[src/rtl/lcf_pkg.sv]
`default_nettype none
// ---------------------------------------------------------------------------
// lcf_pkg: shared types and constants of the lcd color filter
// mixing matrix, channel types and the gamma response rom built at elaboration
// ---------------------------------------------------------------------------
package lcf_pkg;

    localparam int unsigned CH_W      = 8;
    localparam int unsigned COEF_W    = 8;
    localparam int unsigned PROD_W    = CH_W + COEF_W;
    localparam int unsigned SUM_W     = PROD_W + 2;
    localparam int unsigned MIX_SHIFT = 8;   // 0.8 fixed point coefficients, rows sum to 256
    localparam int unsigned CH_MAX    = (1 << CH_W) - 1;
    localparam int unsigned ROM_DEPTH = 1 << CH_W;

    typedef logic [CH_W-1:0]   t_chan;
    typedef logic [COEF_W-1:0] t_coef;
    typedef t_coef             t_mix_matrix [3][3];

    typedef struct packed {
        t_chan red;
        t_chan green;
        t_chan blue;
    } t_rgb;

    // rows: red, green, blue output; columns: red, green, blue input
    localparam t_mix_matrix MIX_COEF = '{
        '{8'd210, 8'd33,  8'd13 },
        '{8'd23,  8'd205, 8'd28 },
        '{8'd23,  8'd33,  8'd200}
    };

    // gamma 1.18 = 59/50; exact integer test, ties round up:
    // round(y) = count of k with (2k+1)^50 * 255^9 <= i^59 * 2^50
    localparam int unsigned GAMMA_NUM = 59;
    localparam int unsigned GAMMA_DEN = 50;
    localparam int unsigned BIG_W     = 544;

    typedef logic [ROM_DEPTH-1:0][CH_W-1:0] t_gamma_rom;

    function automatic t_gamma_rom build_gamma_rom();
        t_gamma_rom       rom;
        logic [BIG_W-1:0] rhs;
        logic [BIG_W-1:0] lhs;
        int unsigned      k;
        bit               searching;
        rom = '0;
        k   = 0;
        for (int unsigned i = 0; i < ROM_DEPTH; i++) begin
            rhs = BIG_W'(1);
            for (int unsigned n = 0; n < GAMMA_NUM; n++) begin
                rhs = rhs * BIG_W'(i);
            end
            rhs = rhs << GAMMA_DEN;
            searching = 1'b1;
            while (searching && (k < CH_MAX)) begin
                lhs = BIG_W'(1);
                for (int unsigned n = 0; n < GAMMA_DEN; n++) begin
                    lhs = lhs * BIG_W'(2 * k + 1);
                end
                for (int unsigned n = 0; n < GAMMA_NUM - GAMMA_DEN; n++) begin
                    lhs = lhs * BIG_W'(CH_MAX);
                end
                if (lhs <= rhs) begin
                    k = k + 1;
                end else begin
                    searching = 1'b0;
                end
            end
            rom[i] = CH_W'(k);
        end
        return rom;
    endfunction

    localparam t_gamma_rom GAMMA_ROM = build_gamma_rom();

endpackage
`default_nettype wire

[src/rtl/lcf_mix.sv]
`default_nettype none
// ---------------------------------------------------------------------------
// lcf_mix: color correction matrix
// three 8x8 constant products per row, truncate by 256, saturate to 8 bits
// ---------------------------------------------------------------------------
module lcf_mix (
    input  wire lcf_pkg::t_rgb i_pix,
    output lcf_pkg::t_rgb      o_pix
);
    import lcf_pkg::*;

    localparam int unsigned Q_W = SUM_W - MIX_SHIFT;

    t_chan            ch   [3];
    t_chan            res  [3];
    logic [SUM_W-1:0] sum  [3];
    logic [Q_W-1:0]   quot [3];

    always_comb begin
        ch[0] = i_pix.red;
        ch[1] = i_pix.green;
        ch[2] = i_pix.blue;
        for (int r = 0; r < 3; r++) begin
            sum[r] = SUM_W'(PROD_W'(ch[0]) * PROD_W'(MIX_COEF[r][0]))
                   + SUM_W'(PROD_W'(ch[1]) * PROD_W'(MIX_COEF[r][1]))
                   + SUM_W'(PROD_W'(ch[2]) * PROD_W'(MIX_COEF[r][2]));
            quot[r] = sum[r][SUM_W-1:MIX_SHIFT];
            // saturate when anything above the low byte is set
            res[r]  = (|quot[r][Q_W-1:CH_W]) ? CH_W'(CH_MAX) : quot[r][CH_W-1:0];
        end
        o_pix.red   = res[0];
        o_pix.green = res[1];
        o_pix.blue  = res[2];
    end

endmodule
`default_nettype wire

[src/rtl/lcf_gamma.sv]
`default_nettype none
// ---------------------------------------------------------------------------
// lcf_gamma: gamma response lookup
// one channel through the constant 256-entry response rom
// ---------------------------------------------------------------------------
module lcf_gamma (
    input  wire lcf_pkg::t_chan i_level,
    output lcf_pkg::t_chan      o_level
);
    import lcf_pkg::*;

    assign o_level = GAMMA_ROM[i_level];

endmodule
`default_nettype wire

[src/rtl/handheld_lcd_color_filter_core.sv]
`default_nettype none
// ---------------------------------------------------------------------------
// handheld_lcd_color_filter_core: lcd color correction and gamma
// mixes rgb through a fixed 3x3 matrix, then applies gamma 1.18 per channel
// ---------------------------------------------------------------------------
//
//  channel   | handshake             | beat contents
//  ----------+-----------------------+----------------------------------------
//  pixel in  | i_valid / o_stall     | upper byte, red, green, blue, frame end
//  pixel out | o_valid / i_stall     | upper byte, r/g/b corrected, frame end
//
//  one beat per clock sustained while i_stall is low; a beat passes the input
//  register, then matrix + clamp + rom lookup into the output register
//  synchronous active-low reset empties both stages; payload is not reset
//  o_stall rises only when both stages hold a beat and i_stall is high, so a
//  finished pixel waiting downstream does not block the next input beat
//
module handheld_lcd_color_filter_core (
    input  wire                 i_clk,
    input  wire                 i_rst_n,
    // pixel in
    input  wire                 i_valid,
    output logic                o_stall,
    input  wire lcf_pkg::t_chan i_upper_byte,
    input  wire lcf_pkg::t_chan i_red_in,
    input  wire lcf_pkg::t_chan i_green_in,
    input  wire lcf_pkg::t_chan i_blue_in,
    input  wire                 i_frame_end,
    // pixel out
    output logic                o_valid,
    input  wire                 i_stall,
    output lcf_pkg::t_chan      o_upper_byte_out,
    output lcf_pkg::t_chan      o_red_out,
    output lcf_pkg::t_chan      o_green_out,
    output lcf_pkg::t_chan      o_blue_out,
    output logic                o_frame_end_out
);
    import lcf_pkg::*;

    // input stage
    logic  r_s1_valid;
    t_rgb  r_s1_pix;
    t_chan r_s1_upper;
    logic  r_s1_frame_end;

    // result stage
    logic  r_out_valid;
    t_rgb  r_out_pix;
    t_chan r_out_upper;
    logic  r_out_frame_end;

    logic  n_s1_valid;
    logic  n_out_valid;

    // stage advance: a stage moves when its successor can take the beat
    logic  out_adv;
    logic  s1_adv;

    t_rgb  mix_pix;
    t_rgb  gam_pix;

    assign out_adv = !r_out_valid || !i_stall;
    assign s1_adv  = !r_s1_valid || out_adv;
    assign o_stall = !s1_adv;

    // matrix with clamp, then per-channel gamma rom
    lcf_mix u_mix (
        .i_pix (r_s1_pix),
        .o_pix (mix_pix)
    );

    lcf_gamma u_gam_r (
        .i_level (mix_pix.red),
        .o_level (gam_pix.red)
    );

    lcf_gamma u_gam_g (
        .i_level (mix_pix.green),
        .o_level (gam_pix.green)
    );

    lcf_gamma u_gam_b (
        .i_level (mix_pix.blue),
        .o_level (gam_pix.blue)
    );

    always_comb begin
        n_s1_valid  = s1_adv ? i_valid : r_s1_valid;
        n_out_valid = out_adv ? r_s1_valid : r_out_valid;
    end

    // control
    always_ff @(posedge i_clk) begin
        if (!i_rst_n) begin
            r_s1_valid  <= 1'b0;
            r_out_valid <= 1'b0;
        end else begin
            r_s1_valid  <= n_s1_valid;
            r_out_valid <= n_out_valid;
        end
    end

    // payload, loaded only when the stage advances
    always_ff @(posedge i_clk) begin
        if (s1_adv && i_valid) begin
            r_s1_pix.red   <= i_red_in;
            r_s1_pix.green <= i_green_in;
            r_s1_pix.blue  <= i_blue_in;
            r_s1_upper     <= i_upper_byte;
            r_s1_frame_end <= i_frame_end;
        end
        if (out_adv && r_s1_valid) begin
            r_out_pix       <= gam_pix;
            r_out_upper     <= r_s1_upper;
            r_out_frame_end <= r_s1_frame_end;
        end
    end

    assign o_valid          = r_out_valid;
    assign o_upper_byte_out = r_out_upper;
    assign o_red_out        = r_out_pix.red;
    assign o_green_out      = r_out_pix.green;
    assign o_blue_out       = r_out_pix.blue;
    assign o_frame_end_out  = r_out_frame_end;

endmodule
`default_nettype wire

[config.mk]
export PLATFORM = sky130hd
export DESIGN_NAME = handheld_lcd_color_filter_core
export DESIGN_NICKNAME = d
export VERILOG_FILES = /design/src/rtl/lcf_pkg.sv /design/src/rtl/lcf_mix.sv /design/src/rtl/lcf_gamma.sv /design/src/rtl/handheld_lcd_color_filter_core.sv
export SDC_FILE = /design/constraint.sdc
export NUM_CORES = 1
export LEC_CHECK = 0
export BUFFER_PORTS_ARGS = -buffer_cell sky130_fd_sc_hd__buf_2
export CAP_MARGIN = 20
export CORE_UTILIZATION = 60
export CTS_BUF_LIST = sky130_fd_sc_hd__clkbuf_2 sky130_fd_sc_hd__clkbuf_4 sky130_fd_sc_hd__clkbuf_8
export DETAILED_ROUTE_END_ITERATION = 16
export GPL_TIMING_DRIVEN = 0
export PLACE_DENSITY = 0.78
export SETUP_SLACK_MARGIN = 0.1
export SLEW_MARGIN = 15
export SYNTH_ARGS = -nofsm -noshare
export SYNTH_HDL_FRONTEND = slang
export SYNTH_HIERARCHICAL = 1
export SYNTH_SLANG_ARGS = --single-unit
[constraint.sdc]
create_clock -name i_clk -period 25.6 [get_ports i_clk]
set_input_delay 6.4 -clock i_clk [delete_from_list [all_inputs] [get_ports i_clk]]
set_output_delay 6.4 -clock i_clk [all_outputs]
set_load 0.01 [all_outputs]
== Word level (Yosys, flattened, before mapping) ==
Memory sizes are Yosys's and may differ from the RTL's. A register that Yosys moved wholly into a read port is not among the register bits.
Index checks and enable logic that the tools add are counted.
Operators by class
  add/subtract/negate cells: 6
  multiply operators: 7
  mux-type cells: 3
  reduce and logical (&&, ||, !) cells: 11
Operator list (number)
  multiplier 8 x 5 -> 13 bit (second input constant): 2
  2-to-1 mux 8 bit: 3
  adder 18 x 12 -> 18 bit: 1
  adder 18 x 13 -> 18 bit: 1
  adder 18 x 16 -> 18 bit: 1
  adder 13 x 16 -> 17 bit: 1
  adder 16 x 14 -> 17 bit: 1
  multiplier 8 x 8 -> 16 bit (second input constant): 1
  adder 13 x 14 -> 15 bit: 1
  multiplier 8 x 7 -> 15 bit (second input constant): 1
  multiplier 8 x 6 -> 14 bit (second input constant): 1
  multiplier 8 x 4 -> 12 bit (second input constant): 1
  multiplier 8 x 3 -> 11 bit (second input constant): 1
  OR reduction 2 bit: 3
  logical NOT 1 bit: 4
  logical AND 1 bit: 2
  logical OR 1 bit: 2
Word-level totals
  flip-flop bits (word level): 44
  bits in read-only memories: 6144
  output and inout port bits: 35
  memories: 3
Memory list
  (no name shown): words 256, bits a word 8, read ports 1, clocked after memory_dff 1, write ports 0, line lcf_gamma.sv:12  | assign o_level = GAMMA_ROM[i_level];
  (no name shown): words 256, bits a word 8, read ports 1, clocked after memory_dff 1, write ports 0, line lcf_gamma.sv:12
  (no name shown): words 256, bits a word 8, read ports 1, clocked after memory_dff 1, write ports 0, line lcf_gamma.sv:12

== Depth between registers and ports, before layout ==
Gate-level depths: netlist (run 1).
  word-level depth: 5
  gate-level depth with buffers: 35

== Modules after synthesis ==
Netlist (run 1), hierarchy kept.
By module, submodules not included
  lcf_mix: times used 1, cells an instance 801, area an instance 7096.8 µm², seq. area each 0.0 µm²
  lcf_gamma: times used 3, cells an instance 269, area an instance 1861.8 µm², seq. area each 0.0 µm²
  handheld_lcd_color_filter_core: times used 1, cells an instance 74, area an instance 2065.7 µm², seq. area each 2021.9 µm²

== Least setup slack after synthesis (run 1) ==
OpenSTA, ideal clock, no wires.
  path kind: input -> output
  from: input i_stall
  to: output o_stall
  arrival: 6591 ps
  setup slack: 12609 ps
  stages: 1
  buffers on the path: 0
  path through: and3_4
Between the ends
  word-level cells in the longest chain between the ends: 4
RTL lines
  start, declared: line handheld_lcd_color_filter_core.sv:31  | input wire i_stall,
  logical NOT 1 bit: line handheld_lcd_color_filter_core.sv:62  | assign out_adv = !r_out_valid || !i_stall;
  logical OR 1 bit: line handheld_lcd_color_filter_core.sv:62
  logical OR 1 bit: line handheld_lcd_color_filter_core.sv:63  | assign s1_adv = !r_s1_valid || out_adv;
  logical NOT 1 bit: line handheld_lcd_color_filter_core.sv:64  | assign o_stall = !s1_adv;
  end, declared: line handheld_lcd_color_filter_core.sv:23  | output logic o_stall,
No other way between the ends.

== Worst setup path in the final report (run 1) ==
Same ends and word-level chain as after synthesis.

==> results of run 1 <==
## metrics by stage
stage	utilization [%]	std cells
2_1_floorplan	-	1682
3_3_place_gp	63.96	2077
5_1_grt	65.18	2098
4_1_cts	65.17	2097
6_report	65.18	2098
3_5_place_dp	64.31	2081
## worst min-delay path by stage
stage               cells past startpoint            from                  end
detailed placement                      0   r_s1_upper[4]  o_upper_byte_out[4]
floorplan                               0  r_s1_frame_end      o_frame_end_out
global placement                        0   r_s1_upper[2]  o_upper_byte_out[2]
global route                            0  r_s1_frame_end      o_frame_end_out
finish                                  0   r_s1_upper[0]  o_upper_byte_out[0]
CTS                                     0   r_s1_upper[0]  o_upper_byte_out[0]
## flip-flops by register name, summed over array words and instances, names as in the netlist
| name | count |
|---|---|
| r_s1_upper | 8 |
| o_upper_byte_out | 8 |
| r_s1_pix | 24 |
| o_frame_end_out | 1 |
| r_s1_frame_end | 1 |
| r_s1_valid | 1 |
| o_valid | 1 |
| o_green_out | 8 |
| o_red_out | 8 |
| o_blue_out | 8 |
## layout make-up
type / instances / area share [%]
well taps: 324 / 2.565
diodes: 1 / 0.01583
flip-flops and latches: 68 / 12.79
inverters: 229 / 5.462
plain buffers: 86 / 3.610
repair buffers: 75 / 2.676
clock buffers: 9 / 0.7837
multi-input cells: 1299 / 71.56
clock inverters: 7 / 0.5304
## cells by family (layout without fill, tap and decap cells)
kind of cell,Yosys count,after routing,synth area share [%]
buf+inv,315,406,9.722
flops,68,68,13.71
simple gates,435,435,15.13
xor+xnor,52,52,3.088
mux,41,41,4.641
fa+ha+maj,328,328,32.61
other cells,0,1,0
compound gates,443,443,21.10
## per-layer routing
| metal | track usage (%) | share of wire [%] |
|---|---|---|
| met4 | 14.96 | 3.9 |
| met3 | 5.590 | 8.0 |
| met5 | 0 | 0 |
| met2 | 58.63 | 47 |
| met1 | 46.42 | 41 |
## worst max-delay path: stages
cell and delay [ns]:
buf_2 0.13, and3_4 0.23, buf_2 0.13
## cells in the final DEF (no fill, tap or decap), types with 15 or more instances in the layout
cell,count
ha_1,234
inv_1,220
nand2_1,108
buf_2,99
nor2_1,95
fa_1,94
o21ai_0,84
a21oi_1,82
edfxtp_1,66
nor2b_1,34
nand2b_1,31
xnor2_1,31
nor3_1,29
a211oi_1,27
xor2_1,21
a21o_1,20
mux2i_1,20
o211ai_1,20
clkbuf_1,19
and2_1,19
mux4_2,18
a31oi_1,18
nand3_1,17
buf_4,16
buf_6,15
or3_1,15
## synthesized netlist by cell type (all sizes together) (6+ instances only)
library cell  count
ha              234
inv             226
nand2           114
nor2            101
o21ai            99
fa               94
a21oi            82
edfxtp           66
buf              64
nand2b           35
nor2b            35
xnor2            31
nor3             29
a211oi           28
a21o             22
clkbuf           22
mux4             21
xor2             21
mux2i            20
o211ai           20
and2             19
a221oi           18
a31oi            18
nand3            17
a21boi           15
or3              15
and3             13
o21a             13
o22ai            13
or2              13
o31ai            12
nand4            11
a2111oi          10
o2111ai          10
o311ai           10
and2b             9
o221ai            9
a31o              8
nor3b             8
a311oi            6
a32oi             6
o21bai            6
o2bb2ai           6
o41ai             6
==> metrics.md, run 1 <==
| Metric | Value |
|---|---|
| Post-Syn Area per Cell | 8.768 um2 |
| DRC | 0 |
| Gr ovfl total | 0 |
| Clock buffer depth | 2 |
| FMAX | 0.07520 GHz |
| Number of global-route vias before repair | 13800 |
| First DRT Iteration DRCs | 1219 |
| Worst R2R Start | r_s1_pix[18] |
| Area of the mapped netlist | 14750 um2 |
| CTS tree | yes |
| Layout filler cell count | 2054 |
| Setup bufs post-CTS | 0 |
| Drt first pass iters | 6 |
| Maxcap violations | 0 |
| Reg2reg path depth | 33 |
| Initial Utilization | 60.82% |
| DP HPWL | 34690 um |
| Die area | 25210 um2 |
| Die Width | 158.8 um |
| DP Area | 15600 um2 |
| Clock sinks | 68 |
| Clock Pin Slew Worst Setup and Hold Paths | 0.10 ns |
| CTS H-Tree Depth | 3 |
| Number of library cell types mapped by synthesis | 87 |
| Area leader, netlist | ha_1 |
| Antenna viol nets, final | 0 |
| Dpl ws | 12.31 ns |
| Final worst slack | 12.30 ns |
| Cells after Synth | 1682 |
| Status | completed |
| Share of cells above drive strength 1 | 13.48% |
| CP startpoint kind | primary input |
| Prevailing post-synth register cell | edfxtp_1 |
| Worst Setup EP | o_stall |
| Post-route minimum period | 13.30 ns |
| Layout area overhead | 7.169% |
| FF+latch count, synth | 68 |
| Ports | 72 |
| Sequential Area | 2022 um2 |
| Post-cts sizing count | 0 |
| Max-slew headroom | 34.72% |
| Sequential share of the synthesized area | 13.71% |
| Hold_buf cts | 0 |
| Die Y | 158.8 um |
| Final worst-path cycle share | 51.95% |
| WHS | 0.4098 ns |
| Hold crit path type | reg -> reg |
| Worst R2R Setup Slack | 15.74 ns |
| Synth area leaders | ha_1 (20%), edfxtp_1 (13%), fa_1 (13%) |
| WP data required | 19.20 ns |
| RSZ-0062 raised after global routing | no |
| Skew final | 0.01541 ns |
| Crit path from | i_stall |
| Yosys Warn Count | 6 |
| First-pass GRT wire length | 72040 um |
| Final Max Tran Viols | 0 |
| WL per Instance | 20.91 um |
| Core Area | 24250 um2 |
| Area of the multi-input gates | 11310 um2 |
| Clk root buf | clkbuf_8 |
| Least-Margin Pin Slew | 0.9689 ns |
| Final wirelength | 43870 um |
| EDFF count, synth | 66 |
| CP Capture Type | primary output |
| Worst-skew pair later-pin latency | 0.38 ns |
| Synth top area share | 19.85% |
| # rows | 57 |
| Largest net degree at the start of global routing | 24 |
| NumNets Final | 2133 |
| Via/cell ratio | 6.433 |
| Post-Syn Nets | 2047 |
| Setup violations, final | 0 |
| RR Endpoint | o_green_out[1] |
| Arrival time worst endpoint | 6.90 ns |
| Final instance area | 15810 um2 |
| Antenna violations before repair | 1 |
| Buffers on Ports | 71 |
| Asr flop ratio synth | 0% |
| Number of buffers created by CTS | 9 |
| Max Fanout on Critical Path | 3 |
| Final Hold Vio Count | 0 |
| Setup CP Type | in -> out |
| Setup TNS | 0 ns |
| GRT Overall Usage | 35.61% |
| Vias | 13500 |
| Routability cong. | 1.012 |
Power of run 1 is not shown: default switching activity piles up to over one toggle a cycle in this logic, so the estimate is an artifact.
==> run 2: changes to the inputs <==
ABC_AREA = 1   (was default)
CORE_UTILIZATION = 59   (was 60)
PLACE_DENSITY = 0.8   (was 0.78)
clock period = 11.1 ns   (was 25.6 ns; I/O delays follow)
==> run 2 against run 1 <==
Via count is 14% higher. Utilization fell by 0.55 points. Synthesized area increased by 4.4%.
==> metrics.md, run 2 <==
| Metric | Value |
|---|---|
| Via/cell ratio | 5.636 (-12%) |
| Cells after Synth | 2304 (+37%) |
| Routability cong. | 1.025 (+1.3%) |
| Drt first pass iters | 6 (unchanged) |
| Final Hold Vio Count | 0 (unchanged) |
| GRT Overall Usage | 33.63% (-2.0 points) |
| Area leader, netlist | ha_1 |
| Maxcap violations | 0 (unchanged) |
| Post-Syn Nets | 2669 (+30%) |
| Most flop-heavy register | r_s1_pix |
| FF+latch count, synth | 68 (unchanged) |
| Final wirelength | 43330 um (-1.2%) |
| # diodes | 0 (-1) |
| Antenna viol nets, final | 0 (unchanged) |
| FMAX | 0.1122 GHz |
| Setup bufs post-CTS | 0 (unchanged) |
| Clock Pin Slew Worst Setup and Hold Paths | 0.09 ns (about the same) |
| Vias | 15340 (+14%) |
| Hold crit path type | reg -> reg |
| Setup violations, final | 0 (unchanged) |
| Area of the mapped netlist | 15400 um2 (+4.4%) |
| Clk root buf | clkbuf_8 |
| Layout filler cell count | 2394 (+17%) |
| Arrival time worst endpoint | 9.05 ns (+2.15 ns) |
| Number of global-route vias before repair | 14850 (+7.6%) |
| Max-slew headroom | 43.81% (+9.1 points) |
| Number of library cell types mapped by synthesis | 46 (-47%) |
| Clock sinks | 68 (unchanged) |
| Max Fanout on Critical Path | 11 (+8) |
| Ports | 72 (unchanged) |
| Core Area | 25400 um2 (+4.7%) |
| Least-Margin Pin Slew | 0.8410 ns (-0.1279 ns) |
| Antenna violations before repair | 0 (-1) |
| Die Width | 163.6 um (+3.0%) |
| NumNets Final | 2752 (+29%) |
| Hold_buf cts | 0 (unchanged) |
| Yosys Warn Count | 6 (unchanged) |
| Worst-skew pair later-pin latency | 0.40 ns (+0.02 ns) |
| Number of flip-flops in the largest register | 24 (unchanged) |
| CTS tree | yes |
| # rows | 58 (+1.8%) |
| First DRT Iteration DRCs | 1637 (+34%) |
| Post-cts sizing count | 0 (unchanged) |
| Prevailing post-synth register cell | edfxtp_1 |
| Bufs and invs on worst path | 8 (+6) |
| Buffers on Ports | 71 (unchanged) |
| Die Y | 163.6 um (+3.0%) |
| Largest net degree at the start of global routing | 34 (+42%) |
| Cell with the most instances after synthesis | nand2_1 |
| First-pass GRT wire length | 71720 um (-0.44%) |
| Layout area overhead | 6.563% |
| EDFF count, synth | 66 (unchanged) |
| Synth cell count leaders | nand2_1 (712), inv_1 (381), ha_1 (234), nor2_1 (171), nand3_1 (141) |
| Setup CP Type | reg -> reg |
| DRC | 0 (unchanged) |
| Number of buffers created by CTS | 9 (unchanged) |
| Most common cell on crit path | inv_1 |
| Post-route minimum period | 8.912 ns |
| Initial Utilization | 60.65% (-0.18 points) |
| Synth area leaders | ha_1 (19%), nand2_1 (17%), edfxtp_1 (13%) |
| Gr ovfl total | 0 (unchanged) |
| WP data required | 11.23 ns (-7.97 ns) |
| Slowest cell on the critical path | edfxtp_1 |
| CP Capture Type | flop |
| Setup TNS | 0 ns (unchanged) |
| Largest stage delay, worst path | 0.58 ns (+0.35 ns) |
| Most frequent cells in the layout | nand2_1 (712), inv_1 (380), ha_1 (234) |
| CP startpoint kind | flop |
| Worst path top cell family by delay | adder cells |
| RSZ-0062 raised after global routing | no |
| Post-Syn Area per Cell | 6.686 um2 (-24%) |
| Asr flop ratio synth | 0% (unchanged) |
| Clock buffer depth | 2 (unchanged) |
| Status | completed |
| Skew final | 0.03300 ns (+0.01759 ns) |
| DP HPWL | 34600 um (-0.26%) |
| Sequential share of the synthesized area | 13.13% (-0.58 points) |
| WL per Instance | 15.92 um (-24%) |
| Synth top area share | 19.01% (-0.84 points) |
| Share of cells above drive strength 1 | 8.863% (-4.6 points) |
| Final Max Tran Viols | 0 (unchanged) |
| Commonest non-fill, non-tap cell in the layout | nand2_1 |
| Die area | 26760 um2 (+6.1%) |
| CTS H-Tree Depth | 3 (unchanged) |
| Final worst-path cycle share | 80.29% |
==> run 2: kinds of logic (layout without fill, tap and decap cells) <==
kind of cell / Yosys count / after routing / synth area share, %
XOR/XNOR: 39 / 39 / 2.217
AO/OA/AOI/OAI: 283 / 283 / 10.08
adder cells (fa/ha/maj): 328 / 328 / 31.22
buffers and inverters: 458 / 546 / 12.62
AND/OR/NAND/NOR: 1128 / 1128 / 30.73
flip-flops: 68 / 68 / 13.13
==> run 2: path summary, 6_finish.rpt <==
check / from / to / slack [ns] / depth (start not counted)
max: r_s1_pix[19] / o_green_out[2] / 2.19 / 36
min: r_s1_upper[5] / o_upper_byte_out[5] / 0.42 / 0
max reg2reg: r_s1_pix[19] / o_green_out[2] / 2.19 / 36
min reg2reg: r_s1_upper[5] / o_upper_byte_out[5] / 0.42 / 0
==> run 2: routing by layer <==
metal  wire length (um)  track usage (%)  up-vias  part of all wire (%)
li1                   -                -     7515                     -
met1              17680            42.45     6917                    41
met2              20160            56.45      760                    47
met3               3710            4.266      148                   8.6
met4               1782            16.67        0                   4.1
met5                  0                0        -                     0
==> run 2: area by class of cell <==
| type | instances | area [um2] | area share (%) |
|---|---|---|---|
| Clock inverter | 7 | 80.08 | 0.4878 |
| Buffer | 57 | 424.2 | 2.584 |
| Timing Repair Buffer | 72 | 382.9 | 2.332 |
| Inverter | 401 | 1520 | 9.261 |
| Sequential cell | 68 | 2022 | 12.32 |
| Multi-Input combinational cell | 1778 | 11450 | 69.75 |
| Clock buffer | 9 | 123.9 | 0.7546 |
| Tap cell | 330 | 412.9 | 2.515 |
==> run 2: per-stage QoR <==
stage          setup slack [ns]  util, %  hold slack (ns)  std cells  cell area, um2
3_3_place_gp              2.271    63.67           0.4004       2705           16170
3_5_place_dp              2.241    63.82           0.4054       2706           16210
2_1_floorplan             3.326        -           0.4003       2304           15400
4_1_cts                   2.243    64.63           0.4149       2722           16410
5_1_grt                   1.577    64.63           0.4266       2722           16410
6_report                  2.188    64.63           0.4164       2722           16410
Power of run 2 is left out for the same reason.
